==> src/design/apm_pkg.sv <==
// shared types, constants and helpers for the power-to-energy accumulator
// used by apm_div_const and apm_power_energy_accumulator; no dependencies
package apm_pkg;

  // number of packages with an energy store
  localparam int PACKAGES = 8;
  localparam int PKG_AW   = (PACKAGES > 1) ? $clog2(PACKAGES) : 1;

  // power conversion constants
  localparam int WATT_SCALE = 15625;
  localparam int SHIFT_BASE = 10;

  // energy divide by one million: drop six bits, then divide by 15625
  localparam int DIV_K     = 15625;
  localparam int DIV_PRE   = 6;
  localparam int DIV_DIG_W = 4;
  localparam int DIV_STEPS = 15;
  localparam int DIV_DVD_W = DIV_STEPS * DIV_DIG_W;
  localparam int DIV_REM_W = 14;
  localparam int DIV_V_W   = DIV_REM_W + DIV_DIG_W;
  localparam int DIV_QUO_W = 48;
  localparam int DIV_CNT_W = 4;

  // configuration register indexes
  typedef enum logic [1:0] {
    CFG_REGISTER_MODE = 2'd0,
    CFG_BASE_TDP      = 2'd1,
    CFG_TDP_TO_WATTS  = 2'd2
  } cfg_idx_t;

  // divider status seen by the sequencer
  typedef struct packed {
    logic busy;
    logic done;
  } div_stat_t;

  // multiple of the divisor for one radix-16 digit
  function automatic logic [DIV_V_W-1:0] div_mult(input logic [DIV_DIG_W-1:0] d);
    return DIV_V_W'(d) * DIV_V_W'(DIV_K);
  endfunction

endpackage

==> src/design/apm_power_energy_accumulator.sv <==
// power-to-energy accumulator top level: sequencer, shared multiplier, energy store
// depends on apm_pkg and apm_div_const
//
// Each request carries one power sample for one package. In register mode the power
// in microwatts is computed from the running-average and TDP-limit words with the
// programmed base TDP and conversion factor; in direct mode the given microwatt value
// is used. The energy power*elapsed_us/1000000 is added to that package's 64-bit store
// (cleared at reset, wraps) and one result with the power and the new energy is sent.
// Requests are handled one at a time; a new request is taken only once the last result
// has entered the result register, which waits while the output is full. In register
// mode a request makes four passes through one shared 32x32 multiplier (direct mode
// uses only the power*elapsed pass), then the radix-16 divide by one million runs.
// A new request is taken while the previous result still waits on the output.
// Configuration must be written only while no request is in flight (not enforced here).
module apm_power_energy_accumulator
  import apm_pkg::*;
(
  input  logic        clk,
  input  logic        rst_n,
  // request channel
  input  logic        in_valid,
  output logic        in_ready,
  input  logic [2:0]  in_package_req,
  input  logic [31:0] in_average_word,
  input  logic [31:0] in_limit_word,
  input  logic [31:0] in_direct_power_uw,
  input  logic [31:0] in_elapsed_us,
  // result channel
  output logic        out_valid,
  input  logic        out_ready,
  output logic [31:0] out_power_uw,
  output logic [63:0] out_energy_uj,
  // configuration
  input  logic        cfg_we,
  input  logic [1:0]  cfg_index,
  input  logic [15:0] cfg_wdata
);

  typedef enum logic [3:0] {
    S_IDLE,
    S_MK,
    S_MLO,
    S_MHI,
    S_PWR,
    S_SHF,
    S_EMUL,
    S_DSTART,
    S_DWAIT,
    S_WB
  } state_t;

  state_t st_r;

  // configuration registers
  logic        mode_r;
  logic [15:0] base_r;
  logic [15:0] tdp_r;

  // request registers
  logic [PKG_AW-1:0] pkg_r;
  logic              pkg_ok_r;
  logic [31:0]       avg_r;
  logic [15:0]       lim_r;
  logic [31:0]       dir_r;
  logic [31:0]       elap_r;

  // datapath registers
  logic [63:0] p_r;
  logic [29:0] k_r;
  logic [63:0] acc_r;
  logic [63:0] mul_r;
  logic [31:0] power_r;

  // result registers
  logic        out_valid_r;
  logic [31:0] out_power_r;
  logic [63:0] out_energy_r;

  // energy store
  logic [63:0]         mem [PACKAGES];
  logic [PACKAGES-1:0] vld_r;
  logic [63:0]         rd_r;
  logic                mem_we;
  logic [63:0]         mem_wd;

  logic        in_acc;
  logic        out_free;
  logic [4:0]  range_w;
  logic [5:0]  sh_w;
  logic [16:0] sum_w;
  logic [63:0] cap_w;
  logic [63:0] p_nxt;
  logic [63:0] shifted_w;
  logic [31:0] mul_a;
  logic [31:0] mul_b;
  logic [63:0] mul_res;
  logic [63:0] old_energy;
  logic [63:0] new_energy;
  logic        div_start;
  logic [DIV_QUO_W-1:0] div_q;
  div_stat_t   div_stat;

  assign in_ready  = (st_r == S_IDLE);
  assign in_acc    = in_valid && in_ready;
  assign out_free  = !out_valid_r || out_ready;
  assign out_valid = out_valid_r;
  assign out_power_uw  = out_power_r;
  assign out_energy_uj = out_energy_r;

  // configuration writes
  always_ff @(posedge clk) begin
    if (!rst_n) begin
      mode_r <= 1'b0;
      base_r <= '0;
      tdp_r  <= '0;
    end else if (cfg_we) begin
      unique case (cfg_idx_t'(cfg_index))
        CFG_REGISTER_MODE: mode_r <= cfg_wdata[0];
        CFG_BASE_TDP:      base_r <= cfg_wdata;
        CFG_TDP_TO_WATTS:  tdp_r  <= cfg_wdata;
        default: ;
      endcase
    end
  end

  // raw power before scaling: ((limit + base) << range) - capture
  always_comb begin
    range_w = {1'b0, avg_r[3:0]} + 5'd1;
    sh_w    = {1'b0, range_w} + 6'(SHIFT_BASE);
    sum_w   = {1'b0, lim_r} + {1'b0, base_r};
    cap_w   = {{42{avg_r[25]}}, avg_r[25:4]};
    p_nxt   = (64'(sum_w) << range_w) - cap_w;
  end

  assign shifted_w = acc_r >> sh_w;

  // shared multiplier operand select
  always_comb begin
    unique case (st_r)
      S_MK: begin
        mul_a = 32'(tdp_r);
        mul_b = 32'(WATT_SCALE);
      end
      S_MLO: begin
        mul_a = p_r[31:0];
        mul_b = mul_r[31:0];
      end
      S_MHI: begin
        mul_a = p_r[63:32];
        mul_b = 32'(k_r);
      end
      default: begin
        mul_a = power_r;
        mul_b = elap_r;
      end
    endcase
  end

  assign mul_res = 64'(mul_a) * 64'(mul_b);

  // energy update
  assign old_energy = vld_r[pkg_r] ? rd_r : 64'd0;
  assign new_energy = old_energy + 64'(div_q);
  assign mem_we     = (st_r == S_WB) && out_free && pkg_ok_r;
  assign mem_wd     = new_energy;
  assign div_start  = (st_r == S_DSTART);

  // energy store: read at acceptance, write back at the end
  always_ff @(posedge clk) begin
    if (in_acc) rd_r <= mem[PKG_AW'(in_package_req)];
    if (mem_we) mem[pkg_r] <= mem_wd;
  end

  // entry valid bits
  always_ff @(posedge clk) begin
    if (!rst_n) begin
      vld_r <= '0;
    end else if (mem_we) begin
      vld_r[pkg_r] <= 1'b1;
    end
  end

  // divide by one million
  apm_div_const u_div (
    .clk      (clk),
    .rst_n    (rst_n),
    .start    (div_start),
    .dividend (mul_r),
    .quotient (div_q),
    .stat     (div_stat)
  );

  // sequencer and result register
  always_ff @(posedge clk) begin
    mul_r <= mul_res;
    if (!rst_n) begin
      st_r        <= S_IDLE;
      out_valid_r <= 1'b0;
    end else begin
      if (out_valid_r && out_ready && (st_r != S_WB)) out_valid_r <= 1'b0;
      unique case (st_r)
        S_IDLE: begin
          if (in_acc) begin
            pkg_r    <= PKG_AW'(in_package_req);
            pkg_ok_r <= (32'(in_package_req) < 32'(PACKAGES));
            avg_r    <= in_average_word;
            lim_r    <= in_limit_word[31:16];
            dir_r    <= in_direct_power_uw;
            elap_r   <= in_elapsed_us;
            st_r     <= S_MK;
          end
        end
        S_MK: begin
          p_r <= p_nxt;
          if (mode_r) begin
            st_r <= S_MLO;
          end else begin
            power_r <= dir_r;
            st_r    <= S_EMUL;
          end
        end
        S_MLO: begin
          k_r  <= mul_r[29:0];
          st_r <= S_MHI;
        end
        S_MHI: begin
          acc_r <= mul_r;
          st_r  <= S_PWR;
        end
        S_PWR: begin
          acc_r <= acc_r + {mul_r[31:0], 32'd0};
          st_r  <= S_SHF;
        end
        S_SHF: begin
          power_r <= shifted_w[31:0];
          st_r    <= S_EMUL;
        end
        S_EMUL: begin
          st_r <= S_DSTART;
        end
        S_DSTART: begin
          st_r <= S_DWAIT;
        end
        S_DWAIT: begin
          if (div_stat.done) st_r <= S_WB;
        end
        S_WB: begin
          if (out_free) begin
            out_valid_r  <= 1'b1;
            out_power_r  <= power_r;
            out_energy_r <= pkg_ok_r ? new_energy : 64'd0;
            st_r         <= S_IDLE;
          end else begin
            out_valid_r  <= 1'b1;
          end
        end
        default: st_r <= S_IDLE;
      endcase
    end
  end

  // checks
  a_acc_busy: assert property (@(posedge clk) disable iff (!rst_n)
    in_acc |=> (st_r == S_MK)) else $error("request accepted without starting");
  a_we_state: assert property (@(posedge clk) disable iff (!rst_n)
    mem_we |-> (st_r == S_WB && out_free)) else $error("store written outside write-back");
  a_done_wait: assert property (@(posedge clk) disable iff (!rst_n)
    div_stat.done |-> (st_r == S_DWAIT)) else $error("divider finished unexpectedly");
  a_start_free: assert property (@(posedge clk) disable iff (!rst_n)
    div_start |-> !div_stat.busy) else $error("divider restarted while busy");

endmodule

==> src/design/apm_div_const.sv <==
// radix-16 long divider by the constant 15625 after dropping six dividend bits, one quotient digit per cycle
// depends on apm_pkg
module apm_div_const
  import apm_pkg::*;
(
  input  logic                 clk,
  input  logic                 rst_n,
  input  logic                 start,
  input  logic [63:0]          dividend,
  output logic [DIV_QUO_W-1:0] quotient,
  output div_stat_t            stat
);

  logic [DIV_DVD_W-1:0] dvd_r;
  logic [DIV_REM_W-1:0] rem_r;
  logic [DIV_QUO_W-1:0] quo_r;
  logic [DIV_CNT_W-1:0] cnt_r;
  logic                 busy_r;
  logic                 done_r;
  logic [DIV_V_W-1:0]   v;
  logic [DIV_DIG_W-1:0] digit;
  logic [DIV_V_W-1:0]   rem_full;

  // partial remainder joined with the next dividend digit
  assign v = {rem_r, dvd_r[DIV_DVD_W-1 -: DIV_DIG_W]};

  // pick the largest digit whose multiple fits
  always_comb begin
    digit = '0;
    for (int d = 1; d < (1 << DIV_DIG_W); d++) begin
      if (v >= div_mult(DIV_DIG_W'(d))) digit = DIV_DIG_W'(d);
    end
    rem_full = v - div_mult(digit);
  end

  // step sequencing
  always_ff @(posedge clk) begin
    if (!rst_n) begin
      busy_r <= 1'b0;
      done_r <= 1'b0;
      cnt_r  <= '0;
    end else begin
      done_r <= busy_r && !start && (cnt_r == DIV_CNT_W'(DIV_STEPS - 1));
      if (start) begin
        busy_r <= 1'b1;
        cnt_r  <= '0;
        dvd_r  <= DIV_DVD_W'(dividend >> DIV_PRE);
        rem_r  <= '0;
        quo_r  <= '0;
      end else if (busy_r) begin
        dvd_r <= dvd_r << DIV_DIG_W;
        rem_r <= rem_full[DIV_REM_W-1:0];
        quo_r <= {quo_r[DIV_QUO_W-DIV_DIG_W-1:0], digit};
        cnt_r <= cnt_r + 1'b1;
        if (cnt_r == DIV_CNT_W'(DIV_STEPS - 1)) begin
          busy_r <= 1'b0;
        end
      end
    end
  end

  assign quotient  = quo_r;
  assign stat.busy = busy_r;
  assign stat.done = done_r;

  // checks
  a_start_idle: assert property (@(posedge clk) disable iff (!rst_n)
    start |-> !busy_r) else $error("divider started while busy");
  a_start_busy: assert property (@(posedge clk) disable iff (!rst_n)
    start |=> busy_r) else $error("divider did not start");
  a_last_done: assert property (@(posedge clk) disable iff (!rst_n)
    (busy_r && !start && cnt_r == DIV_CNT_W'(DIV_STEPS - 1)) |=> (done_r && !busy_r))
    else $error("divider missed its last step");

endmodule
==> config.mk <==
export PLATFORM = sky130hd
export DESIGN_NAME = apm_power_energy_accumulator
export DESIGN_NICKNAME = d
export VERILOG_FILES = /design/src/design/apm_pkg.sv /design/src/design/apm_power_energy_accumulator.sv /design/src/design/apm_div_const.sv
export SDC_FILE = /design/constraint.sdc
export NUM_CORES = 2
export LEC_CHECK = 0
export ABC_AREA = 1
export BUFFER_PORTS_ARGS = -buffer_cell sky130_fd_sc_hd__buf_4
export CAP_MARGIN = 10
export CORE_UTILIZATION = 45
export CTS_CLUSTER_DIAMETER = 100
export DETAILED_ROUTE_END_ITERATION = 10
export REMOVE_ABC_BUFFERS = 1
export SLEW_MARGIN = 0
export SYNTH_ARGS = -nofsm -noshare
export SYNTH_HDL_FRONTEND = slang
export SYNTH_SLANG_ARGS = --single-unit
==> constraint.sdc <==
create_clock -name clk -period 12.86 [get_ports clk]
set_input_delay 1.286 -clock clk [delete_from_list [all_inputs] [get_ports clk]]
set_output_delay 1.286 -clock clk [all_outputs]
set_load 0.05 [all_outputs]
==> report_table.html <==
<table>
<tr><th>Metric</th><th>Value</th></tr>
<tr><th colspan="2">Clocking</th></tr>
<tr><td>Clock edge transition at the registers on the reported setup and hold paths</td><td>0.06 ns</td></tr>
<tr><td>TritonCTS Buffers</td><td>135</td></tr>
<tr><td>Post-CTS sizing</td><td>0</td></tr>
<tr><td>Clock latency at the later pin of the worst-skew pair</td><td>0.79 ns</td></tr>
<tr><td>Clock sink count</td><td>1192</td></tr>
<tr><td>Number of hold buffers added after CTS</td><td>0</td></tr>
<tr><td>Count of H-tree levels built during CTS</td><td>4</td></tr>
<tr><td>Clock Tree Root</td><td>clkbuf_16</td></tr>
<tr><td>Largest buffer count on any clock path</td><td>3</td></tr>
<tr><td>TritonCTS clock tree</td><td>built</td></tr>
<tr><td>Number of setup buffers added after CTS</td><td>0</td></tr>
<tr><th colspan="2">Floorplanning</th></tr>
<tr><td>Core area</td><td>196000 um2</td></tr>
<tr><td>Die area</td><td>199000 um2</td></tr>
<tr><td>Effective utilization at floorplan</td><td>45.4%</td></tr>
<tr><td>Boundary pin count</td><td>252</td></tr>
<tr><td>Horizontal die dimension</td><td>446 um</td></tr>
<tr><td>Height of the die</td><td>446 um</td></tr>
<tr><td>Number of rows created at floorplan</td><td>162</td></tr>
<tr><th colspan="2">Global routing</th></tr>
<tr><td>Residual overflow from global routing</td><td>0</td></tr>
<tr><td>Global-route wire length before repair</td><td>427000 um</td></tr>
<tr><td>GRT Overall Usage</td><td>28.8%</td></tr>
<tr><td>Maximum number of pins on one net before global-route repair</td><td>95</td></tr>
<tr><td>Vias in the first global route</td><td>68.9k</td></tr>
<tr><td>Number of antenna violations at the first check in global routing</td><td>6</td></tr>
<tr><th colspan="2">Synth</th></tr>
<tr><td>Top area cells in the synthesized netlist</td><td>edfxtp_1 (36%), fa_1 (20%), nor2_1 (6.6%)</td></tr>
<tr><td>Async set-or-reset flop fraction in the synthesized netlist</td><td>0%</td></tr>
<tr><td>Mean cell area of the mapped netlist</td><td>9.42 um2</td></tr>
<tr><td>Cell type with the largest total area after synthesis</td><td>edfxtp_1</td></tr>
<tr><td>Library cells used by synthesis</td><td>76</td></tr>
<tr><td>Number of enable-type register cells in the synthesized netlist</td><td>1076</td></tr>
<tr><td>Number of synthesized register bits</td><td>1192</td></tr>
<tr><td>Warnings, synthesis</td><td>0</td></tr>
<tr><td>Main synth FF type</td><td>edfxtp_1</td></tr>
<tr><td>Number of standard cells after synthesis</td><td>9432</td></tr>
<tr><td>Most repeated cell in the gate-level netlist after synthesis</td><td>nor2_1</td></tr>
<tr><td>Synth top cells by count</td><td>nor2_1 (1571), inv_1 (1476), nand2_1 (1411)</td></tr>
<tr><td>Portion of synthesized cell area occupied by the leading cell type</td><td>36.4%</td></tr>
<tr><td>Synthesized cell area</td><td>88800 um2</td></tr>
<tr><td>Post-synthesis sequential area ratio</td><td>39.0%</td></tr>
<tr><th colspan="2">Timing</th></tr>
<tr><td>Final setup viols</td><td>0</td></tr>
<tr><td>RSZ-0062 raised after global routing</td><td>false</td></tr>
<tr><td>Final critical-path share of the clock period</td><td>82.2%</td></tr>
<tr><td>Number of endpoints with negative hold slack in the final report</td><td>0</td></tr>
<tr><td>Worst Max-Slew Pin Slew</td><td>1.20 ns</td></tr>
<tr><td>Clock tree skew after final layout</td><td>0.0615 ns</td></tr>
<tr><td>Slew Limit Headroom</td><td>19.7%</td></tr>
<tr><td>Final Slew Violations</td><td>0</td></tr>
<tr><td>Clock period minus final worst setup slack</td><td>10.57 ns</td></tr>
<tr><td>Final-layout setup total negative slack</td><td>0 ns</td></tr>
<tr><td>Fin worst setup slack</td><td>2.29 ns</td></tr>
<tr><td>FMAX</td><td>94.6 MHz</td></tr>
<tr><th colspan="2">Cells and area</th></tr>
<tr><td>Fraction of final layout cells with drive strength greater than 1</td><td>7.72%</td></tr>
<tr><td>Layout-stage area growth over the synthesis result</td><td>10.1%</td></tr>
<tr><td>Final-layout fill cell count</td><td>18.2k</td></tr>
<tr><td>Net count reported at finish</td><td>11.0k</td></tr>
<tr><th colspan="2">Worst setup path</th></tr>
<tr><td>Crit-path most repeated cell</td><td>fa_1</td></tr>
<tr><td>Maximum fanout encountered on the critical timing path</td><td>47</td></tr>
<tr><td>Worst setup path category</td><td>reg -&gt; reg</td></tr>
<tr><td>Kind of end point of the critical path</td><td>register</td></tr>
<tr><td>Largest delay contributor family on the critical path</td><td>adder cells</td></tr>
<tr><td>Startpoint kind of the worst setup timing path</td><td>register</td></tr>
<tr><td>Worst stage delay on the critical path</td><td>0.83 ns</td></tr>
<tr><td>Cell with the biggest individual delay on the critical path</td><td>inv_1</td></tr>
<tr><td>Crit path buffers/inverters</td><td>5</td></tr>
<tr><td>Arr. time, crit path</td><td>11.25 ns</td></tr>
<tr><td>CP required</td><td>13.54 ns</td></tr>
<tr><th colspan="2">Detailed routing</th></tr>
<tr><td>Via density per instance</td><td>5.49</td></tr>
<tr><td>First-iteration detailed-routing DRC count</td><td>5153</td></tr>
<tr><td>Drt wl/cell</td><td>23.4 um</td></tr>
<tr><td>Remaining routing DRC violations</td><td>0</td></tr>
<tr><td>DR vias</td><td>67.3k</td></tr>
<tr><td>Routed Antenna Nets</td><td>0</td></tr>
<tr><td>Final wirelength</td><td>287000 um</td></tr>
<tr><td>Iteration count of the initial detailed-routing pass</td><td>8</td></tr>
<tr><th colspan="2">Outcome</th></tr>
<tr><td>Outcome</td><td>finished, final reports clean</td></tr>
<tr><th colspan="2">Placement</th></tr>
<tr><td>Pre-CTS setup slack</td><td>2.46 ns</td></tr>
<tr><td>Half-perimeter wire length after detailed placement</td><td>211000 um</td></tr>
<tr><td>Quantity of I/O buffers inserted on ports</td><td>229</td></tr>
<tr><td>Global placer's final weighted congestion</td><td>0.983</td></tr>
<tr><th colspan="2">Job</th></tr>
<tr><td>Count of maximum capacitance violations</td><td>0</td></tr>
<tr><th colspan="2">Hold path</th></tr>
<tr><td>Worst min-delay path category</td><td>reg -&gt; reg</td></tr>
</table>
## sequential cells by signal, indices dropped and copies added, names as in the netlist, 3 cells and up
name / count
u_div.cnt_r: 4
mem: 512
u_div.dvd_r: 60
avg_r: 26
dir_r: 32
p_r: 64
out_power_uw: 32
vld_r: 8
k_r: 30
out_energy_uj: 64
u_div.rem_r: 14
pkg_r: 3
base_r: 16
st_r: 4
u_div.quotient: 48
acc_r: 47
mul_r: 64
rd_r: 64
lim_r: 16
power_r: 32
elap_r: 32
tdp_r: 16
## cells by family (layout without fill, tap and decap cells)
| group | Yosys count | after routing | share of synthesized area, % |
|---|---|---|---|
| fa+ha+maj | 1334 | 1334 | 26.4 |
| buf+inv | 1909 | 2120 | 8.24 |
| mux | 10 | 10 | 0.113 |
| xor+xnor | 201 | 201 | 1.99 |
| other cells | 2 | 6 | 0.00845 |
| compound gates | 1420 | 1420 | 9.18 |
| flops | 1192 | 1192 | 39.0 |
| simple gates | 3364 | 3364 | 15.0 |
## worst reg2reg max path: cells and delay by family (launching register included)
kind | cells | cell delay [ns]
buffers and inverters | 5 | 1.81
AOI/OAI and AO/OA | 9 | 2.83
and+or+nand+nor | 4 | 1.11
DFF | 1 | 0.33
xor gates and xnor gates | 1 | 0.14
adders and majority gates | 9 | 4.28
## cell usage in the layout, fill, tap and decap left out, types with 28 or more instances in the layout
| master | instances |
|---|---|
| nor2_1 | 1565 |
| inv_1 | 1464 |
| nand2_1 | 1405 |
| edfxtp_1 | 1076 |
| fa_1 | 906 |
| o21ai_0 | 616 |
| ha_1 | 428 |
| buf_4 | 350 |
| a21oi_1 | 327 |
| nand3_1 | 201 |
| a31oi_1 | 152 |
| clkbuf_16 | 137 |
| xor2_1 | 130 |
| dfxtp_1 | 116 |
| o22ai_1 | 75 |
| xnor2_1 | 70 |
| nor3_1 | 46 |
| o21a_1 | 43 |
| clkinv_1 | 36 |
| or2_2 | 34 |
| nand4_1 | 30 |
| o21ai_1 | 29 |
| clkinv_2 | 29 |
| inv_2 | 28 |
## path summary, 6_finish.rpt
path	from	to	slack [ns]	cells past startpoint
setup / recovery	st_r[3]	mul_r[56]	2.29	28
hold reg to reg	mul_r[26]	k_r[26]	0.45	0
hold / removal	mul_r[26]	k_r[26]	0.45	0
setup reg to reg	st_r[3]	mul_r[56]	2.29	28
## layer usage
layer / up-vias / share of wire (%) / track usage [%]
met5: - / 0.0080 / 0
met4: 4 / 5.5 / 14.0
met3: 634 / 7.1 / 5.04
met2: 2518 / 48 / 48.0
met1: 33600 / 40 / 36.1
li1: 30600 / - / -
## per-stage QoR
stage / std cells / hold slack, ns / utilization [%] / cell area (um2)
after CTS: 12300 / 0.456 / 50.0 / 97800
after global routing: 12300 / 0.457 / 50.0 / 97800
after detailed placement: 12000 / 0.422 / 47.7 / 93300
after global placement: 12000 / 0.421 / 47.7 / 93300
after floorplan: 9047 / 0.408 / - / 87200
final: 12300 / 0.451 / 50.0 / 97800
## cell type report
type	count	area, um2	share of cell area, %
Antenna cell	1	2.50	0.00256
Clock buffer	168	3590	3.67
Clock inverter	80	923	0.944
Inverter	1521	5740	5.86
Multi-Input combinational cell	6334	47000	48.1
Sequential cell	1192	34600	35.4
Tap cell	2624	3280	3.36
Timing Repair Buffer	351	2640	2.70
Power is not shown: default switching activity piles up to over one toggle a cycle in this logic, so the estimate is an artifact.
